$ cat src/rtl/core/sacd_pkg.sv
// ---------------------------------------------------------------------------
// sacd_pkg
// Shared types and constants for the set-associative cache directory.
// ---------------------------------------------------------------------------
`default_nettype none

package sacd_pkg;

   localparam int SETS       = 64;
   localparam int WAYS       = 4;
   localparam int LINE_BYTES = 64;
   localparam int ADDR_BITS  = 32;
   localparam int COUNT_BITS = 16;

   localparam int OFF_BITS  = $clog2(LINE_BYTES);
   localparam int SET_BITS  = $clog2(SETS);
   localparam int TAG_BITS  = ADDR_BITS - OFF_BITS - SET_BITS;
   localparam int WAY_BITS  = $clog2(WAYS);
   localparam int TREE_BITS = WAYS - 1;

   localparam logic [COUNT_BITS-1:0] COUNT_MAX = '1;

   typedef enum logic [2:0] {
      FUNC_LOOKUP  = 3'd0,
      FUNC_PROBE   = 3'd1,
      FUNC_WRITE   = 3'd2,
      FUNC_WCOUNT  = 3'd3,
      FUNC_INSERT  = 3'd4,
      FUNC_REFRESH = 3'd5
   } func_type;

   localparam logic [2:0] POL_FIRST = 3'd0;
   localparam logic [2:0] POL_LFU   = 3'd1;
   localparam logic [2:0] POL_MFU   = 3'd2;
   localparam logic [2:0] POL_LRU   = 3'd3;
   localparam logic [2:0] POL_PLRU  = 3'd4;

   localparam logic [2:0] REG_POLICY = 3'd0;

   // one set's worth of directory state
   typedef struct packed {
      logic [WAYS-1:0]                     valid;
      logic [WAYS-1:0]                     dirty;
      logic [WAYS-1:0][TAG_BITS-1:0]       tag;
      logic [WAYS-1:0][COUNT_BITS-1:0]     count;
      logic [WAYS-1:0][WAY_BITS-1:0]       rank;
      logic [TREE_BITS-1:0]                tree;
   } set_type;

   typedef struct packed {
      logic                 hit;
      logic [WAY_BITS-1:0]  way;
      logic                 victim_valid;
      logic [ADDR_BITS-1:0] victim_address;
      logic                 victim_dirty;
   } result_type;

   function automatic set_type set_reset_value();
      set_type s;
      s = '0;
      for (int k = 0; k < WAYS; k++) begin
         s.rank[k] = WAY_BITS'(k);
      end
      return s;
   endfunction

   // update LRU ranks and PLRU tree for an access to way w
   function automatic set_type touch(set_type s, logic [WAY_BITS-1:0] w);
      set_type o;
      int unsigned node;
      int unsigned parent;
      o = s;
      for (int k = 0; k < WAYS; k++) begin
         if (s.rank[k] < s.rank[w]) begin
            o.rank[k] = s.rank[k] + 1'b1;
         end
      end
      o.rank[w] = '0;
      node = int'(w) + WAYS - 1;
      for (int l = 0; l < WAY_BITS; l++) begin
         parent = (node - 1) / 2;
         o.tree[parent] = node[0];
         node = parent;
      end
      return o;
   endfunction

endpackage

`default_nettype wire

$ cat src/rtl/core/sacd_update.sv
// ---------------------------------------------------------------------------
// sacd_update
// Combinational set update: tag compare, victim selection and the new
// contents of the set for one operation.
// ---------------------------------------------------------------------------
`default_nettype none

module sacd_update
   import sacd_pkg::*;
(
   input  wire set_type              cur,
   input  wire logic [2:0]           func,
   input  wire logic [2:0]           policy,
   input  wire logic [TAG_BITS-1:0]  tag,
   input  wire logic [SET_BITS-1:0]  set_idx,
   input  wire logic                 dirty_in,
   output set_type                   nxt,
   output result_type                res
);

   logic [WAYS-1:0]     match;
   logic                hit;
   logic [WAY_BITS-1:0] hway;
   logic                has_free;
   logic [WAY_BITS-1:0] free_way;
   logic [WAY_BITS-1:0] victim;
   logic [WAY_BITS-1:0] ins_way;
   logic [WAY_BITS-1:0] plru_way;

   always_comb begin
      hit = 1'b0;
      hway = '0;
      has_free = 1'b0;
      free_way = '0;
      for (int k = WAYS - 1; k >= 0; k--) begin
         match[k] = cur.valid[k] && (cur.tag[k] == tag);
         if (match[k]) begin
            hit = 1'b1;
            hway = WAY_BITS'(k);
         end
         if (!cur.valid[k]) begin
            has_free = 1'b1;
            free_way = WAY_BITS'(k);
         end
      end
   end

   always_comb begin
      logic [COUNT_BITS-1:0] best;
      int unsigned node;
      best = '1;
      victim = '0;
      node = 0;
      for (int l = 0; l < WAY_BITS; l++) begin
         node = 2 * node + 1 + int'(cur.tree[node]);
      end
      plru_way = WAY_BITS'(node - (WAYS - 1));
      unique case (policy)
         POL_LFU: begin
            for (int k = 0; k < WAYS; k++) begin
               if (cur.count[k] <= best) begin
                  best = cur.count[k];
                  victim = WAY_BITS'(k);
               end
            end
         end
         POL_MFU: begin
            best = '0;
            for (int k = 0; k < WAYS; k++) begin
               if (cur.count[k] >= best) begin
                  best = cur.count[k];
                  victim = WAY_BITS'(k);
               end
            end
         end
         POL_LRU: begin
            victim = WAY_BITS'(WAYS - 1);
            for (int k = 0; k < WAYS; k++) begin
               if (cur.rank[k] == WAY_BITS'(WAYS - 1)) begin
                  victim = WAY_BITS'(k);
               end
            end
         end
         POL_PLRU: victim = plru_way;
         default:  victim = '0;
      endcase
   end

   assign ins_way = has_free ? free_way : victim;

   always_comb begin
      nxt = cur;
      res = '0;
      unique case (func)
         FUNC_INSERT: begin
            res.hit = hit;
            res.way = ins_way;
            if (!has_free) begin
               res.victim_valid   = 1'b1;
               res.victim_dirty   = cur.dirty[victim];
               res.victim_address = {cur.tag[victim], set_idx, OFF_BITS'(0)};
            end
            nxt.valid[ins_way] = 1'b1;
            nxt.tag[ins_way]   = tag;
            nxt.dirty[ins_way] = dirty_in;
            nxt.count[ins_way] = '0;
            nxt = touch(nxt, ins_way);
         end
         FUNC_LOOKUP, FUNC_PROBE, FUNC_WRITE, FUNC_WCOUNT, FUNC_REFRESH: begin
            res.hit = hit;
            res.way = hway;
            if (func == FUNC_LOOKUP && hit) begin
               if (cur.count[hway] != COUNT_MAX) begin
                  nxt.count[hway] = cur.count[hway] + 1'b1;
               end
               nxt = touch(nxt, hway);
            end
            for (int k = 0; k < WAYS; k++) begin
               if (match[k]) begin
                  if (func == FUNC_WCOUNT) begin
                     if (cur.count[k] != COUNT_MAX) begin
                        nxt.count[k] = cur.count[k] + 1'b1;
                     end
                  end else if (func == FUNC_WRITE || func == FUNC_REFRESH) begin
                     nxt.dirty[k] = dirty_in;
                     if (func == FUNC_WRITE) begin
                        nxt = touch(nxt, WAY_BITS'(k));
                     end
                  end
               end
            end
         end
         default: begin
            nxt = cur;
         end
      endcase
   end

endmodule

`default_nettype wire
$ cat config.mk
export PLATFORM = sky130hd
export DESIGN_NAME = sacd_update
export DESIGN_NICKNAME = d
export VERILOG_FILES = /design/src/rtl/core/sacd_pkg.sv /design/src/rtl/core/sacd_update.sv
export SDC_FILE = /design/constraint.sdc
export NUM_CORES = 1
export LEC_CHECK = 0
export BUFFER_PORTS_ARGS = -buffer_cell sky130_fd_sc_hd__clkbuf_2
export CAP_MARGIN = 5
export CORE_ASPECT_RATIO = 0.6
export CORE_MARGIN = 4
export CORE_UTILIZATION = 50
export DETAILED_ROUTE_END_ITERATION = 10
export PLACE_DENSITY = 0.79
export RECOVER_POWER = 50
export SYNTH_ARGS = -nofsm -noshare
export SYNTH_HDL_FRONTEND = slang
export SYNTH_SLANG_ARGS = --single-unit
$ cat constraint.sdc
create_clock -name vclk -period 18.9
set_clock_uncertainty 0.1 [all_clocks]
set_input_delay 1.89 -clock vclk [all_inputs]
set_output_delay 1.89 -clock vclk [all_outputs]
set_load 0.1 [all_outputs]
======== Word level (Yosys, flattened, before mapping) ========
Cells that the tools add are included.
storage, ports and cells
  bits in registers ....................... 0
  logic and storage cells ................. 267
  input port bits ......................... 196
  output and inout port bits .............. 200
operators by class
  reduce and logical (&&, ||, !) cells .... 14
  $add $sub $neg .......................... 33
  mux-type cells .......................... 149
  equal/unequal tests ..................... 22
  bitwise gates (word level) .............. 7
  $lt $le $gt $ge ......................... 42
operators with widths
  cell                                                  count
  2-to-1 mux 163 bit                                    4
  2-to-1 mux 16 bit                                     23
  case mux 163 bit (2 select lines)                     1
  2-to-1 mux 159 bit                                    2
  2-to-1 mux 158 bit                                    2
  2-to-1 mux 157 bit                                    2
  2-to-1 mux 156 bit                                    2
  2-to-1 mux 129 bit                                    1
  >= comparator 31 x 1 -> 1 bit, second input constant  4
  < comparator 31 x 3 -> 1 bit, second input constant   4
  2-to-1 mux 114 bit                                    1
  2-to-1 mux 2 bit                                      53
  2-to-1 mux 99 bit                                     1
  2-to-1 mux 84 bit                                     1
  adder 16 x 1 -> 16 bit, second input constant         5
  bitwise mux 80 bit                                    1
  == test 20 bit                                        4
  inequality test 16 bit, second input constant         5
  2-to-1 mux 75 bit                                     1
  2-to-1 mux 34 bit                                     2
  AND 64 bit                                            1
  bitwise mux 64 bit                                    1
  demux 16 bit (select 2 bit)                           2
  2-to-1 mux 64 bit                                     1
  other kinds (44)                                      143

======== Depth between registers and ports, before layout ========
Gate-level depths: netlist of run 1.
  word-level depth ........................ 45
  mapped depth ............................ 40
  depth with buffers taken out ............ 35

======== Least setup slack after synthesis of run 1 ========
Ideal clock, no wire load.
  kind .................................... input -> output
  start ................................... input port cur[20] (netlist bit)
  end ..................................... output port nxt[0] (netlist bit)
  required time ........................... 16910 ps
  arrival time ............................ 12335 ps
  stages on the path ...................... 36
  slack ................................... 4575 ps
  path buffers ............................ 5
  cells stage by stage .................... clkbuf_1 -> inv_1 -> ha_1 -> nand4_1 -> or2_2 -> o21bai_1 -> a21oi_1 -> clkbuf_1 -> buf_1 -> mux2i_1 -> ha_1 -> a211o_1 -> a21oi_1 -> a31oi_1 -> o31ai_1 -> clkbuf_1 -> a21oi_1 -> ha_1 -> nand4_1 -> nor4_1 -> a21boi_0 -> o31a_1 -> o2111ai_1 -> a22oi_1 -> a31o_2 -> clkbuf_1 -> ha_1 -> xnor2_1 -> nand2_1 -> or2_2 -> ha_1 -> or4_1 -> nor4_1 -> nand3_1 -> mux2_2 -> o21ai_0
RTL lines
  item         RTL line           source
  from (decl)  sacd_update.sv:11  input wire set_type cur,
  to (decl)    sacd_update.sv:17  output set_type nxt,

==> impl_metrics.py, run 1 <==
metrics = {
    "yosys": {
        "syn-cell-area_um2": 11800,
        "synth_area_leaders": "ha_1 13%, mux2_2 8.6%, xnor2_1 7.7%",
        "syn_inst": 1708,
        "synth_cell_types": 95,
        "syn_avg_cell_area_um2": 6.89,
        "synth_common_cells": "162 x nor2_1, 153 x o21ai_0, 124 x a21oi_1",
        "synth_top_area_share": 0.129,
        "yosysMostFrequentCell": "nor2_1",
        "yosysTopAreaCell": "ha_1",
        "synth_seq_area_share": 0,
        "ys_warn_count": 0,
    },
    "global_routing": {
        "antenna_found_initial": 3,
        "grt_pass1_vias": 14300,
        "grt_first_pass_wirelength_mm": 91.2,
        "grt.overflow.total": 0,
        "grt_max_degree": 35,
        "track_usage": 0.450,
    },
    "pwr": {
        "combPwrFrac": 1.000,
        "netSwitchingPower_mw": 0.441,
        "power_density_nw_per_um2": 43.6,
        "p_sw_frac": 0.742,
        "vdd.ir_drop.worst_mv": 0.0328,
        "total_power_mw": 0.594,
        "pwr-share-clk": 0,
        "leakagePower_nw": 5.69,
        "internal_power_mw": 0.153,
        "pwr-share-seq": 0,
    },
    "run_status": {
        "status": "finished, violations left",
        "violations": "max-capacitance violations, max-slew violations",
    },
    "sta": {
        "period_share": 0.798,
        "min_period_ps": 15090,
        "worst_pin_slew_ps": 1900,
        "hold_viol_final": 0,
        "rsz0062_at_grt": "no",
        "fin_setup_tns_ps": 0,
        "relSlewSlack": -0.269,
        "drv_slew": 23,
        "fmaxAchievable_ghz": 0.0663,
        "setup_viol_count_final": 0,
    },
    "route": {
        "wl_per_cell_um": 27.3,
        "ant_nets": 0,
        "initialDrtViolationCount": 2388,
        "vias": 16100,
        "drc": 0,
        "dr.pass1.iters": 9,
        "wirelength_mm": 63.2,
        "viasPerCell": 6.95,
    },
    "min_path": {
        "worstHoldEndpoint": "nxt[156]",
        "hold_path_class": "primary input to output port",
        "holdPathStages": 3,
        "hp-start": "cur[156]",
    },
    "job": {
        "maxCapViolations": 1,
    },
    "die": {
        "start_util": 0.509,
        "die_area_um2": 26100,
        "core-area_um2": 23100,
        "ioPinCount": 396,
        "dieWidth_um": 206,
        "die_h_um": 127,
        "row_count": 43,
    },
    "critical_path": {
        "critPathMaxFanout": 34,
        "critPathTopFamily": "compound AO/OA/AOI/OAI gates",
        "end_kind": "output port",
        "critPathKind": "primary input to output port",
        "setup.worst_path.start_class": "primary input",
        "critPathBufInv": 5,
        "slowest_delay_ps": 1040,
        "cpMaxStageDelayCell": "a221oi_1",
        "arrival_ps": 13100,
        "critPathRequiredTime_ps": 16910,
        "cpMostUsedCell": "ha_1",
    },
    "finish": {
        "drive_above_1_share": 0.240,
        "fin_area_um2": 13600,
        "register_area_um2": 0,
        "stdcell_count": 2317,
        "nClkBuffers": 0,
        "design.seq.count": 0,
        "final_nets": 2319,
        "area_growth_pct": 15.8,
    },
    "placement": {
        "routabilityCongestion": 1.14,
        "post-place-cells": 2315,
        "dp_hpwl_mm": 51.3,
        "io_buffers": 390,
        "placed_cell_area_um2": 13800,
    },
    "clock_network": {
        "ctsHoldBuffers": 0,
        "cts_setup_buffers": 0,
        "cts_resized": 0,
    },
}
[routing by layer]
metal | global-route usage | wire length [µm] | part of all wire
met1 | 0.648 | 25900 | 0.41
met3 | 0.262 | 12900 | 0.20
met2 | 0.572 | 22900 | 0.36
met5 | 0.0226 | 88 | 0.0014
met4 | 0.0735 | 1420 | 0.022
[how the worst max path moves through the flow]
stage / from / to / cells after the start
floorplan: cur[20] / nxt[0] / 36
global placement: cur[19] / nxt[0] / 36
detailed placement: cur[13] / nxt[0] / 36
CTS: cur[13] / nxt[0] / 36
global route: cur[13] / nxt[0] / 37
finish: cur[13] / nxt[0] / 36
[through the flow]
| step | utilization | setup WS [ps] | hold slack [ps] |
|---|---|---|---|
| 2_1_floorplan | - | 4580 | 4100 |
| 3_3_place_gp | 0.595 | 5170 | 4240 |
| 3_5_place_dp | 0.595 | 5050 | 4240 |
| 4_1_cts | 0.595 | 5070 | 4240 |
| 5_1_grt | 0.589 | 3120 | 4380 |
| 6_report | 0.589 | 3810 | 4360 |
[power groups by stage]
stage                     clock network, mW  registers (mW)  logic (mW)
after floorplan                           0               0       0.424
after global placement                    0               0       0.568
after detailed placement                  0               0       0.573
after CTS                                 0               0       0.575
after global routing           0.0000000142               0       0.620
final                          0.0000000142               0       0.594
[cells by family after synthesis]
family          Yosys count  share of synthesized area
mux                     145                      0.156
xor+xnor                146                      0.109
buf+inv                 173                     0.0677
compound gates          509                      0.273
fa+ha+maj               121                      0.129
simple gates            613                      0.265
other cells               1                   0.000319
[placed cells by master (no fill, tap or decap), types with 45 or more instances in the layout]
| cell | instances |
|---|---|
| mux2_2 | 90 |
| a21oi_1 | 123 |
| clkbuf_2 | 297 |
| nand3_1 | 74 |
| nor3_1 | 48 |
| clkbuf_1 | 95 |
| nor2_1 | 161 |
| o21ai_0 | 152 |
| nand4_1 | 45 |
| nand2_1 | 116 |
| ha_1 | 121 |
| xnor2_1 | 103 |
| inv_1 | 45 |
[area by class of cell]
cell class                 instances  area, µm²
inverter                          46        173
timing repair buffer             414       2010
fill                            2291       9510
tap                              315        394
antenna                            2       5.00
multi-input combinational       1540      11000
[worst min-delay path: stages]
cell	delay, ps
clkbuf_2	90
mux2_2	140
clkbuf_2	450
Power figures use the tool's default switching activity.
==> run 2: changes to the inputs <==
- CORE_UTILIZATION: 50 -> 49
- PLACE_DENSITY: 0.79 -> 0.81
- clock period: 18.9 -> 12.5 ns (I/O delays scaled with it)
==> run 2 against run 1 <==
Design area increased by 1.2%. Non-clock buffer count increased by 18. The flow still finishes with violations (max-capacitance violations, max-slew violations). Setup slack got worse by 3100 ps. Largest cell class unchanged. Worst hold slack got worse by 1300 ps. Core utilization increased by 0.16 points. Critical endpoint is now nxt[4]. Highest routed layer unchanged.
==> impl_metrics.py, run 2 (synthesis results as in run 1) <==
metrics = {
    "route": {
        "wl_per_cell_um": 27.5,
        "wirelength_mm": 64.2,
        "ant_nets": 0,
        "dr.pass1.iters": 11,
        "met1_length_mm": 26.8,
        "routed.top_layer": "met5",
        "vias": 16300,
        "detailroute.wirelength.met2_mm": 23.0,
        "initialDrtViolationCount": 2832,
        "viasPerCell": 6.97,
        "drc": 0,
        "dr_wl_met3_mm": 12.8,
    },
    "run_status": {
        "status": "finished, violations left",
        "violations": "max-capacitance violations, max-slew violations",
    },
    "die": {
        "dieWidth_um": 208,
        "row_count": 43,
        "die_area_um2": 26600,
        "start_util": 0.504,
        "core-area_um2": 23300,
        "die_h_um": 128,
        "ioPinCount": 396,
    },
    "placement": {
        "routabilityCongestion": 1.12,
        "dp_hpwl_mm": 52.9,
        "io_buffers": 390,
    },
    "job": {
        "maxCapViolations": 1,
    },
    "sta": {
        "setup_viol_count_final": 0,
        "fmaxAchievable_ghz": 0.0847,
        "worst_pin_slew_ps": 1900,
        "period_share": 0.944,
        "min_period_ps": 11800,
        "drv_slew": 22,
        "rsz0062_at_grt": "no",
        "hold_viol_final": 0,
        "relSlewSlack": -0.270,
        "fin_setup_tns_ps": 0,
    },
    "finish": {
        "drive_above_1_share": 0.249,
        "design.seq.count": 0,
        "nFillCells": 2324,
        "layout_commonest_cell": "clkbuf_2",
        "final_nets": 2337,
        "nClkBuffers": 0,
        "final_cell_mix": "294 x clkbuf_2, 161 x nor2_1, 151 x o21ai_0",
        "register_area_um2": 0,
        "area_growth_pct": 17.2,
    },
    "critical_path": {
        "slowest_delay_ps": 630,
        "critPathKind": "primary input to output port",
        "cpMaxStageDelayCell": "or4_1",
        "critPathMaxFanout": 9,
        "setup.worst_path.start_class": "primary input",
        "end_kind": "output port",
        "critPathRequiredTime_ps": 11150,
        "arrival_ps": 10450,
        "startpoint": "tag[0]",
        "cpMostUsedCell": "ha_1",
    },
    "global_routing": {
        "grt.overflow.total": 0,
        "antenna_found_initial": 2,
        "grt_first_pass_wirelength_mm": 92.4,
        "track_usage": 0.445,
        "grt_pass1_vias": 14400,
        "grt_max_degree": 34,
    },
    "clock_network": {
        "ctsHoldBuffers": 0,
    },
    "min_path": {
        "hold_path_class": "primary input to output port",
        "holdPathStages": 4,
        "worstHoldEndpoint": "nxt[1]",
        "hp-start": "cur[1]",
    },
}
run 2: critical path: cells and delay by family:
| family | cells | cell delay (ps) |
|---|---|---|
| mux | 1 | 190 |
| fa+ha+maj | 5 | 1500 |
| buf+inv | 4 | 960 |
| compound gates | 7 | 1200 |
| xor+xnor | 5 | 1730 |
| simple gates | 14 | 3600 |
run 2: per-layer routing:
layer,GRT usage,vias to the layer above
li1,-,7034
met1,0.649,7590
met2,0.574,1479
met3,0.237,161
met4,0.0695,4
met5,0.0236,-
run 2: worst max-delay path by stage:
stage,slack [ps],depth (start not counted),endpoint
detailed placement,780,36,nxt[4]
CTS,780,36,nxt[4]
global placement,950,36,nxt[4]
floorplan,210,36,nxt[0]
finish,700,36,nxt[4]
global route,110,35,nxt[0]
run 2: per-stage QoR:
step | cell area, µm² | hold WS [ps] | setup WS (ps) | std cells | util
6_report | 13800 | 3020 | 696 | 2335 | 0.591
5_1_grt | 13800 | 3030 | 114 | 2333 | 0.591
4_1_cts | 13900 | 2950 | 775 | 2333 | 0.595
3_5_place_dp | 13900 | 2950 | 776 | 2333 | 0.595
3_3_place_gp | 13900 | 2950 | 949 | 2333 | 0.595
2_1_floorplan | 11800 | 2820 | 212 | 1713 | -
run 2: area by class of cell:
cell class         count  area, µm²  area share
multi-input cells   1540      11100       0.803
repair buffers       432       2150       0.156
well taps            315        394      0.0286
inverters             46        173      0.0125
diodes                 2       5.00    0.000363
run 2: repair_timing:
action	4_1_cts	5_1_grt
setup endpoints to repair	0	3
resized for setup	0	5
hold endpoints to repair	0	0
buffers inserted	0	0
